## config.mk

```make
export PLATFORM = sky130hd
export DESIGN_NAME = wlan_capture_prefilter
export DESIGN_NICKNAME = d
export VERILOG_FILES = /design/src/rtl/wcp_pkg.sv /design/src/rtl/wlan_capture_prefilter.sv /design/src/rtl/wcp_addr_match.sv
export SDC_FILE = /design/constraint.sdc
export NUM_CORES = 1
export LEC_CHECK = 0
export BUFFER_PORTS_ARGS = -buffer_cell sky130_fd_sc_hd__buf_4
export CAP_MARGIN = 20
export CORE_ASPECT_RATIO = 0.5
export CORE_UTILIZATION = 30
export DETAILED_ROUTE_END_ITERATION = 8
export PLACE_DENSITY = 0.49
export SETUP_SLACK_MARGIN = 0.1
export SYNTH_ARGS = -nofsm -noshare
export SYNTH_HDL_FRONTEND = slang
export SYNTH_HIERARCHICAL = 1
export SYNTH_SLANG_ARGS = --single-unit
```

## constraint.sdc

```tcl
create_clock -name clk -period 2.45 [get_ports clk]
set_input_delay 0.3675 -clock clk [delete_from_list [all_inputs] [get_ports clk]]
set_output_delay 0.3675 -clock clk [all_outputs]
set_load 0.005 [all_outputs]
```

## src/rtl/wcp_pkg.sv

```systemverilog
// Types, codes and helpers of the capture prefilter.
package wcp_pkg;

  localparam int ADDR_W     = 48;
  localparam int LEN_W      = 12;
  localparam int ADDR_BYTES = 6;

  // Verdict codes
  localparam logic [2:0] VERDICT_KEPT    = 3'd0;
  localparam logic [2:0] VERDICT_BAD     = 3'd1;
  localparam logic [2:0] VERDICT_SESSION = 3'd2;
  localparam logic [2:0] VERDICT_ADDR    = 3'd3;
  localparam logic [2:0] VERDICT_SHORT   = 3'd4;

  // Register indexes
  localparam logic [2:0] CFG_KEEP_BAD       = 3'd0;
  localparam logic [2:0] CFG_KEEP_FCS       = 3'd1;
  localparam logic [2:0] CFG_SESSION_FILTER = 3'd2;
  localparam logic [2:0] CFG_GROUP_LEN      = 3'd3;
  localparam logic [2:0] CFG_GROUP_ADDR     = 3'd4;
  localparam logic [2:0] CFG_INTEREST_LEN   = 3'd5;
  localparam logic [2:0] CFG_INTEREST_ADDR  = 3'd6;

  // Frame control codes
  localparam logic [1:0] FTYPE_MGMT     = 2'd0;
  localparam logic [1:0] FTYPE_DATA     = 2'd2;
  localparam logic [3:0] SUB_PROBE_REQ  = 4'd4;
  localparam logic [3:0] SUB_PROBE_RESP = 4'd5;
  localparam logic [3:0] SUB_BEACON     = 4'd8;
  localparam int         SUB_DATA_BIT   = 2;

  // Match length codes
  localparam logic [2:0] GLEN_OFF  = 3'd0;
  localparam logic [2:0] GLEN_ANY  = 3'd1;
  localparam logic [2:0] ILEN_OFF  = 3'd0;
  localparam logic [2:0] ILEN_OUI  = 3'd3;
  localparam logic [2:0] ILEN_FULL = 3'd6;

  // Group bit of the first address byte
  localparam int GROUP_BIT = ADDR_W - 8;

  localparam logic [LEN_W-1:0] FCS_BYTES = 12'd4;

  typedef struct packed {
    logic [1:0]        frame_type;
    logic              rx_error;
    logic [3:0]        frame_subtype;
    logic              to_ds;
    logic              from_ds;
    logic [ADDR_W-1:0] addr1;
    logic [ADDR_W-1:0] addr2;
    logic [ADDR_W-1:0] addr3;
    logic [ADDR_W-1:0] addr4;
    logic [LEN_W-1:0]  signal_length;
  } wcp_item_t;

  typedef struct packed {
    logic [2:0]       verdict;
    logic [LEN_W-1:0] cap_len;
    logic [LEN_W-1:0] pkt_len;
  } wcp_result_t;

  typedef struct packed {
    logic [2:0]        group_match_len;
    logic [ADDR_W-1:0] group_match_addr;
    logic [2:0]        interest_len;
    logic [ADDR_W-1:0] interest_addr;
  } wcp_match_cfg_t;

  // Per-byte equality; bit ADDR_BYTES-1 is the first byte (top bits)
  function automatic logic [ADDR_BYTES-1:0] byte_eq(input logic [ADDR_W-1:0] a,
                                                    input logic [ADDR_W-1:0] b);
    logic [ADDR_BYTES-1:0] eq;
    for (int i = 0; i < ADDR_BYTES; i++) begin
      eq[i] = (a[8*i +: 8] == b[8*i +: 8]);
    end
    return eq;
  endfunction

  // Leading nbytes all equal; lengths past six saturate to the full address
  function automatic logic prefix_hit(input logic [ADDR_BYTES-1:0] eq,
                                      input logic [2:0] nbytes);
    logic hit;
    hit = 1'b1;
    for (int i = 0; i < ADDR_BYTES; i++) begin
      if ((int'(nbytes) > i) && !eq[ADDR_BYTES-1-i]) begin
        hit = 1'b0;
      end
    end
    return hit;
  endfunction

endpackage

```

## src/rtl/wlan_capture_prefilter.sv

```systemverilog
// Top level of the 802.11 capture prefilter.
//
// Usage: drive one frame header word on item and raise start; the word is
// taken at each rising edge where start is high and busy is low. busy is
// high during reset and in the first cycle after it, and low from then on,
// so a word can be taken every cycle.
// Each word yields one result word on result, marked by result_valid for a
// single cycle; the receiver takes it at that cycle's closing edge and
// cannot hold it off.
// Pipeline: result_valid and result are registered through three register
// stages (byte compares and FCS subtract, prefix reduction and capture clamp,
// verdict priority into the output register).
// Throughput: one word per cycle, sustained.
// Configuration: registers are written through cfg_valid/cfg_ready with
// cfg_index selecting the register; write only while no word is in flight.
// Indexes past the last register are taken and ignored.
// Reset (rst, synchronous): configuration registers and valid bits clear to
// zero, busy is set, the pipeline empties and no result is pending.
module wlan_capture_prefilter
  import wcp_pkg::*;
#(
  parameter int MAX_CAPTURE = 2048
)
(
  input  logic              clk,
  input  logic              rst,
  input  logic              start,
  output logic              busy,
  input  wcp_item_t         item,
  output logic              result_valid,
  output wcp_result_t       result,
  input  logic              cfg_valid,
  output logic              cfg_ready,
  input  logic [2:0]        cfg_index,
  input  logic [ADDR_W-1:0] cfg_data
);

  localparam logic [LEN_W-1:0] MAX_CAP = LEN_W'(MAX_CAPTURE);

  // Configuration registers
  logic           keep_bad;
  logic           keep_fcs;
  logic           session_filter;
  wcp_match_cfg_t match_cfg;

  // Stage one
  logic             v1;
  logic             bad1;
  logic             sess1;
  logic             short1;
  logic [LEN_W-1:0] plen1;

  // Stage two
  logic             v2;
  logic             bad2;
  logic             sess2;
  logic             short2;
  logic [LEN_W-1:0] plen2;
  logic [LEN_W-1:0] clen2;

  logic        accept;
  logic        sess_drop;
  logic        addr_drop2;
  wcp_result_t result_next;

  assign accept    = start && !busy;
  assign cfg_ready = !busy;

  // Hold busy for the cycle after reset
  always_ff @(posedge clk) begin
    if (rst) begin
      busy <= 1'b1;
    end else begin
      busy <= 1'b0;
    end
  end

  // Decode register writes
  always_ff @(posedge clk) begin
    if (rst) begin
      keep_bad       <= 1'b0;
      keep_fcs       <= 1'b0;
      session_filter <= 1'b0;
      match_cfg      <= '0;
    end else if (cfg_valid && cfg_ready) begin
      unique case (cfg_index)
        CFG_KEEP_BAD:       keep_bad                   <= cfg_data[0];
        CFG_KEEP_FCS:       keep_fcs                   <= cfg_data[0];
        CFG_SESSION_FILTER: session_filter             <= cfg_data[0];
        CFG_GROUP_LEN:      match_cfg.group_match_len  <= cfg_data[2:0];
        CFG_GROUP_ADDR:     match_cfg.group_match_addr <= cfg_data;
        CFG_INTEREST_LEN:   match_cfg.interest_len     <= cfg_data[2:0];
        CFG_INTEREST_ADDR:  match_cfg.interest_addr    <= cfg_data;
        default: ;
      endcase
    end
  end

  // Session filter: beacons, probes, and data subtypes with bit 2 set
  always_comb begin
    sess_drop = 1'b0;
    if (item.frame_type == FTYPE_MGMT) begin
      case (item.frame_subtype)
        SUB_BEACON, SUB_PROBE_REQ, SUB_PROBE_RESP: sess_drop = 1'b1;
        default: sess_drop = 1'b0;
      endcase
    end else if (item.frame_type == FTYPE_DATA) begin
      sess_drop = item.frame_subtype[SUB_DATA_BIT];
    end
    sess_drop = sess_drop && session_filter;
  end

  // Address filter runs alongside stages one and two
  wcp_addr_match u_addr_match (
    .clk       (clk),
    .cfg       (match_cfg),
    .item      (item),
    .addr_drop (addr_drop2)
  );

  // Advance the valid bits
  always_ff @(posedge clk) begin
    if (rst) begin
      v1           <= 1'b0;
      v2           <= 1'b0;
      result_valid <= 1'b0;
    end else begin
      v1           <= accept;
      v2           <= v1;
      result_valid <= v2;
    end
  end

  // Stage one: error and session checks, strip the FCS unless keep_fcs is set
  always_ff @(posedge clk) begin
    bad1  <= item.rx_error && !keep_bad;
    sess1 <= sess_drop;
    if (keep_fcs) begin
      short1 <= (item.signal_length == '0);
      plen1  <= item.signal_length;
    end else begin
      short1 <= (item.signal_length <= FCS_BYTES);
      plen1  <= item.signal_length - FCS_BYTES;
    end
  end

  // Stage two: clamp the capture length
  always_ff @(posedge clk) begin
    bad2   <= bad1;
    sess2  <= sess1;
    short2 <= short1;
    plen2  <= plen1;
    clen2  <= (plen1 > MAX_CAP) ? MAX_CAP : plen1;
  end

  // Pick the first failing check; zero lengths unless kept
  always_comb begin
    result_next = '0;
    if (bad2) begin
      result_next.verdict = VERDICT_BAD;
    end else if (sess2) begin
      result_next.verdict = VERDICT_SESSION;
    end else if (addr_drop2) begin
      result_next.verdict = VERDICT_ADDR;
    end else if (short2) begin
      result_next.verdict = VERDICT_SHORT;
    end else begin
      result_next.verdict = VERDICT_KEPT;
      result_next.cap_len = clen2;
      result_next.pkt_len = plen2;
    end
  end

  // Stage three: output register
  always_ff @(posedge clk) begin
    result <= result_next;
  end

endmodule

```

## src/rtl/wcp_addr_match.sv

```systemverilog
// Two-stage address filter: byte compares, then prefix and DS-bit reduction.
module wcp_addr_match
  import wcp_pkg::*;
(
  input  logic           clk,
  input  wcp_match_cfg_t cfg,
  input  wcp_item_t      item,
  output logic           addr_drop
);

  logic [ADDR_BYTES-1:0] g_eq;
  logic                  g_bit;
  logic [ADDR_BYTES-1:0] i_eq1;
  logic [ADDR_BYTES-1:0] i_eq2;
  logic [ADDR_BYTES-1:0] i_eq3;
  logic [ADDR_BYTES-1:0] i_eq4;
  logic                  to_ds1;
  logic                  from_ds1;

  logic [ADDR_W-1:0] gaddr;
  logic              group_keep;
  logic              interest_hit;
  logic              interest_on;
  logic              addr_drop_next;

  // Pick the group address: addr3 toward the DS, addr1 otherwise
  assign gaddr = item.to_ds ? item.addr3 : item.addr1;

  // Stage one: register byte-wise compares
  always_ff @(posedge clk) begin
    g_eq     <= byte_eq(gaddr, cfg.group_match_addr);
    g_bit    <= gaddr[GROUP_BIT];
    i_eq1    <= byte_eq(item.addr1, cfg.interest_addr);
    i_eq2    <= byte_eq(item.addr2, cfg.interest_addr);
    i_eq3    <= byte_eq(item.addr3, cfg.interest_addr);
    i_eq4    <= byte_eq(item.addr4, cfg.interest_addr);
    to_ds1   <= item.to_ds;
    from_ds1 <= item.from_ds;
  end

  // Reduce compares to a drop decision
  always_comb begin
    if (cfg.group_match_len == GLEN_ANY) begin
      group_keep = g_bit;
    end else if (cfg.group_match_len != GLEN_OFF) begin
      group_keep = prefix_hit(g_eq, cfg.group_match_len);
    end else begin
      group_keep = 1'b0;
    end
    interest_hit = (!to_ds1 && prefix_hit(i_eq1, cfg.interest_len))
                || (!from_ds1 && prefix_hit(i_eq2, cfg.interest_len))
                || ((to_ds1 || from_ds1) && prefix_hit(i_eq3, cfg.interest_len))
                || (to_ds1 && from_ds1 && prefix_hit(i_eq4, cfg.interest_len));
    interest_on = (cfg.interest_len == ILEN_OUI) || (cfg.interest_len == ILEN_FULL);
    addr_drop_next = (cfg.interest_len != ILEN_OFF) && !group_keep
                  && interest_on && !interest_hit;
  end

  // Stage two: hold the decision
  always_ff @(posedge clk) begin
    addr_drop <= addr_drop_next;
  end

endmodule

```

==> results.txt <==
----------------------------------------------------
[Clocking]
  Number of buffers inserted for hold repair after clock tree synthesis ... 3
  Number of buffers created by CTS ... 21
  Sinks on Clock Net ... 212
  Clock tree buffer depth ... 3
  Number of resized instances in the post-cts repair step ... 0
  Buffers inserted during post-CTS setup optimization ... 0
  Clk Latency, worst-skew pair ... 0.50 ns
  Htree depth ... 1
  Root Driver ... clkbuf_16
  Clock slew at the register clock pins of the worst setup and hold paths ... 0.07 ns
  CTS tree ... built

[Floorplanning]
  Die Y-Extent ... 133 um
  Std cell rows ... 47
  Chip width ... 264 um
  Std-Cell Core Area ... 33400 um^2
  Die area ... 35100 um^2
  Num ports ... 298
  Effective utilization at floorplan ... 30.8%

[Timing]
  Accumulated negative setup slack ... 0 ns
  Total count of max-transition violations in the final report ... 0
  Final critical delay including setup and external delays ... 1.90 ns
  Rel. slew slack ... 37.8%
  Final Hold Viols ... 0
  FMAX ... 527 MHz
  Setup violators final ... 0
  Post-route worst hold slack ... 0.0739 ns
  Final period utilization ... 77.5%
  RSZ-0062 raised after global routing ... false
  Least-Margin Pin Slew ... 0.933 ns
  Setup clock skew after layout ... 0.0119 ns

[Logic synthesis]
  Number of library cell types mapped by synthesis ... 49
  Top cells by area, synth ... dfxtp_1 (41%), xnor2_1 (17%), a21oi_1 (5.3%), o21ai_0 (5.3%), nand3_1 (5.2%)
  Top cell type's share of synthesized area ... 41.3%
  Post-Syn Nets ... 1428
  Yosys warns ... 6
  Post-synthesis sequential element count ... 212
  Post-Syn Area ... 10300 um^2
  Most area-hungry cell type in the Yosys netlist ... dfxtp_1
  Primary FF master, synth ... dfxtp_1
  Share of the yosys chip area belonging to registers ... 41.3%
  Number of flops mapped to enable cells by yosys ... 0
  Synthesized instance count ... 1158
  Proportion of synthesized flip-flops having asynchronous set or reset ... 0%
  Mean instance size in the synthesized netlist ... 8.88 um^2

[Power]
  Maximum vdd ir drop ... 492 uV
  Pleak ... 5.04 nW
  Post-layout power ... 7.76 mW
  Power per unit of standard cell area ... 578 nW/um^2

[Setup path]
  R2r startpoint ... busy
  Worst Reg2Reg Path Length in Cells ... 5
  FF-to-FF End ... match_cfg[73]
  CP Data Required Time ... 2.81 ns
  Crit. End Element ... register
  Kind of start point of the critical path ... register
  Crit path arrival time ... 2.26 ns
  Worst R2R Setup Slack ... 0.55 ns
  Maximum net fanout on the critical path ... 98
  Crit Path Class ... reg -> reg

[Final layout]
  Fraction of layout instances using a drive strength above 1 ... 25.4%
  Final #Nets ... 1648
  Number of filler instances in the final layout ... 3397
  N_diodes ... 0
  Area growth from synthesis to final layout ... 30.5%

[Routing]
  Wire length after detailed routing ... 32.5 mm
  First-pass DRT Iterations ... 5
  Wirelength per Cell ... 17.8 um
  Iter 0 DRT Violations ... 596
  Vias ... 8833
  Antenna-violating nets left ... 0
  Count of unresolved DRC violations after routing ... 0
  Vias per cell ... 4.83

[Placed design]
  HPWL reported at the end of detailed placement ... 24.5 mm
  IO buf count ... 297
  Routability-driven placement congestion ratio ... 0.833

[Min path]
  Worst hold path class ... in -> reg
  WHS Endpoint ... short1
  Cell depth of the worst min-delay path ... 2
  Worst hold start ... item[4]

[Global routing]
  Antenna violations before repair ... 0
  First-pass GRT wire length ... 50.3 mm
  Largest net degree at the start of global routing ... 99
  Overall track demand over capacity in global routing ... 18.1%
  Residual overflow from global routing ... 0
  Number of global-route vias before repair ... 9057

[Run]
  Max_cap viols ... 0

[Status]
  Result of the run ... finished, final reports clean

----------------------------------------------------
## cell usage after synthesis (2+ instances only)
| cell | count |
|---|---|
| nand2_1 | 9 |
| nand3b_1 | 2 |
| nand2b_1 | 4 |
| nand3_1 | 107 |
| a31oi_1 | 2 |
| mux2i_1 | 48 |
| nor3_1 | 2 |
| dfxtp_1 | 212 |
| a2111oi_0 | 2 |
| nand4_1 | 60 |
| buf_1 | 4 |
| or4_4 | 2 |
| a21oi_1 | 109 |
| clkbuf_1 | 92 |
| nor2b_1 | 19 |
| ha_1 | 2 |
| and2_1 | 25 |
| a21o_1 | 2 |
| o21ai_0 | 108 |
| o31ai_1 | 2 |
| xor2_1 | 53 |
| inv_1 | 7 |
| o21bai_1 | 2 |
| o21ai_1 | 4 |
| buf_6 | 4 |
| buf_2 | 15 |
| xnor2_1 | 196 |
| nor4b_1 | 2 |
| nor2_1 | 38 |
| nor3b_1 | 3 |
| nor4_1 | 3 |
## layout by cell type, fill, tap and decap left out, types with 2 or more instances in the layout
cell	n
a21o_1	2
dlygate4sd3_1	3
mux2i_1	48
xnor2_1	196
o21ai_1	4
and2_1	24
clkbuf_16	21
xor2_1	53
nor3b_1	2
clkinv_2	3
dfxtp_1	212
nor3_1	2
o21bai_1	2
nand2b_1	3
clkbuf_8	3
nor2_1	38
o31ai_1	2
nor4_1	2
nand2_1	8
a21oi_1	109
nand3b_1	2
nand3_1	107
inv_1	7
nor4_2	2
nor2b_1	18
a31oi_1	2
ha_1	2
o21ai_0	108
buf_12	5
nand4_1	60
nor4b_1	2
a2111oi_0	2
buf_4	305
clkbuf_1	3
or4_4	2
or3b_2	2
## cells by family (layout without fill, tap and decap cells)
family | after synthesis | after routing | synth area share [%]
and+or+nand+nor | 284 | 284 | 15.2
DFF | 212 | 212 | 41.3
AOI/OAI and AO/OA | 239 | 239 | 12.3
muxes | 49 | 49 | 4.78
adders and majority gates | 2 | 2 | 0.243
buffers and inverters | 123 | 351 | 4.97
xor gates and xnor gates | 249 | 249 | 21.2
## area by class of cell
| type | count | area, um^2 | share of cell area, % |
|---|---|---|---|
| clock inverters | 4 | 45.0 | 0.336 |
| inverters | 7 | 26.3 | 0.196 |
| repair buffers | 313 | 2420 | 18.0 |
| multi-input cells | 823 | 5560 | 41.4 |
| clock buffers | 27 | 578 | 4.31 |
| well taps | 441 | 552 | 4.11 |
| flip-flops and latches | 212 | 4240 | 31.6 |
## power by group
part | internal [mW] | switching, mW | leakage, nW
sequential | 3.54 | 0.0542 | 1.73
clock | 1.75 | 1.33 | 0.310
combinational | 0.588 | 0.493 | 3.00
## worst max path at each step
stage / endpoint / from / slack [ns]
3_3_place_gp: keep_bad / cfg_index[0] / 0.53
3_5_place_dp: match_cfg[73] / cfg_index[0] / 0.51
4_1_cts: match_cfg[73] / busy / 0.55
2_1_floorplan: plen1[8] / item[3] / 0.92
5_1_grt: match_cfg[34] / busy / 0.45
6_report: match_cfg[73] / busy / 0.55
## layer usage
metal / wire (um) / GRT usage [%]
met1: 14500 / 23.0
met2: 15900 / 31.5
met3: 1200 / 3.09
met4: 854 / 5.33
met5: 0 / 0
## state kept, by name, indices dropped and copies added (netlist names), 6 cells and up
name	count
clen2	12
match_cfg	102
plen1	12
plen2	12
result	27
u_addr_match/g_eq	6
u_addr_match/i_eq1	6
u_addr_match/i_eq2	6
u_addr_match/i_eq3	6
u_addr_match/i_eq4	6
## metrics by stage
stage,area (um^2),util [%],setup slack (ns),std cells
after floorplan,10300,-,0.924,1158
after global placement,12800,38.2,0.535,1793
after detailed placement,12800,38.2,0.513,1793
after CTS,13400,40.2,0.552,1827
after global routing,13400,40.2,0.446,1827
final,13400,40.2,0.552,1827
## critical path: stages (launching register included)
cell	delay (ns)
dfxtp_1	0.30
buf_4	0.15
or3b_2	0.45
buf_4	0.40
o21ai_0	0.33
a21oi_1	0.10
(Power assumes the default switching activity.)
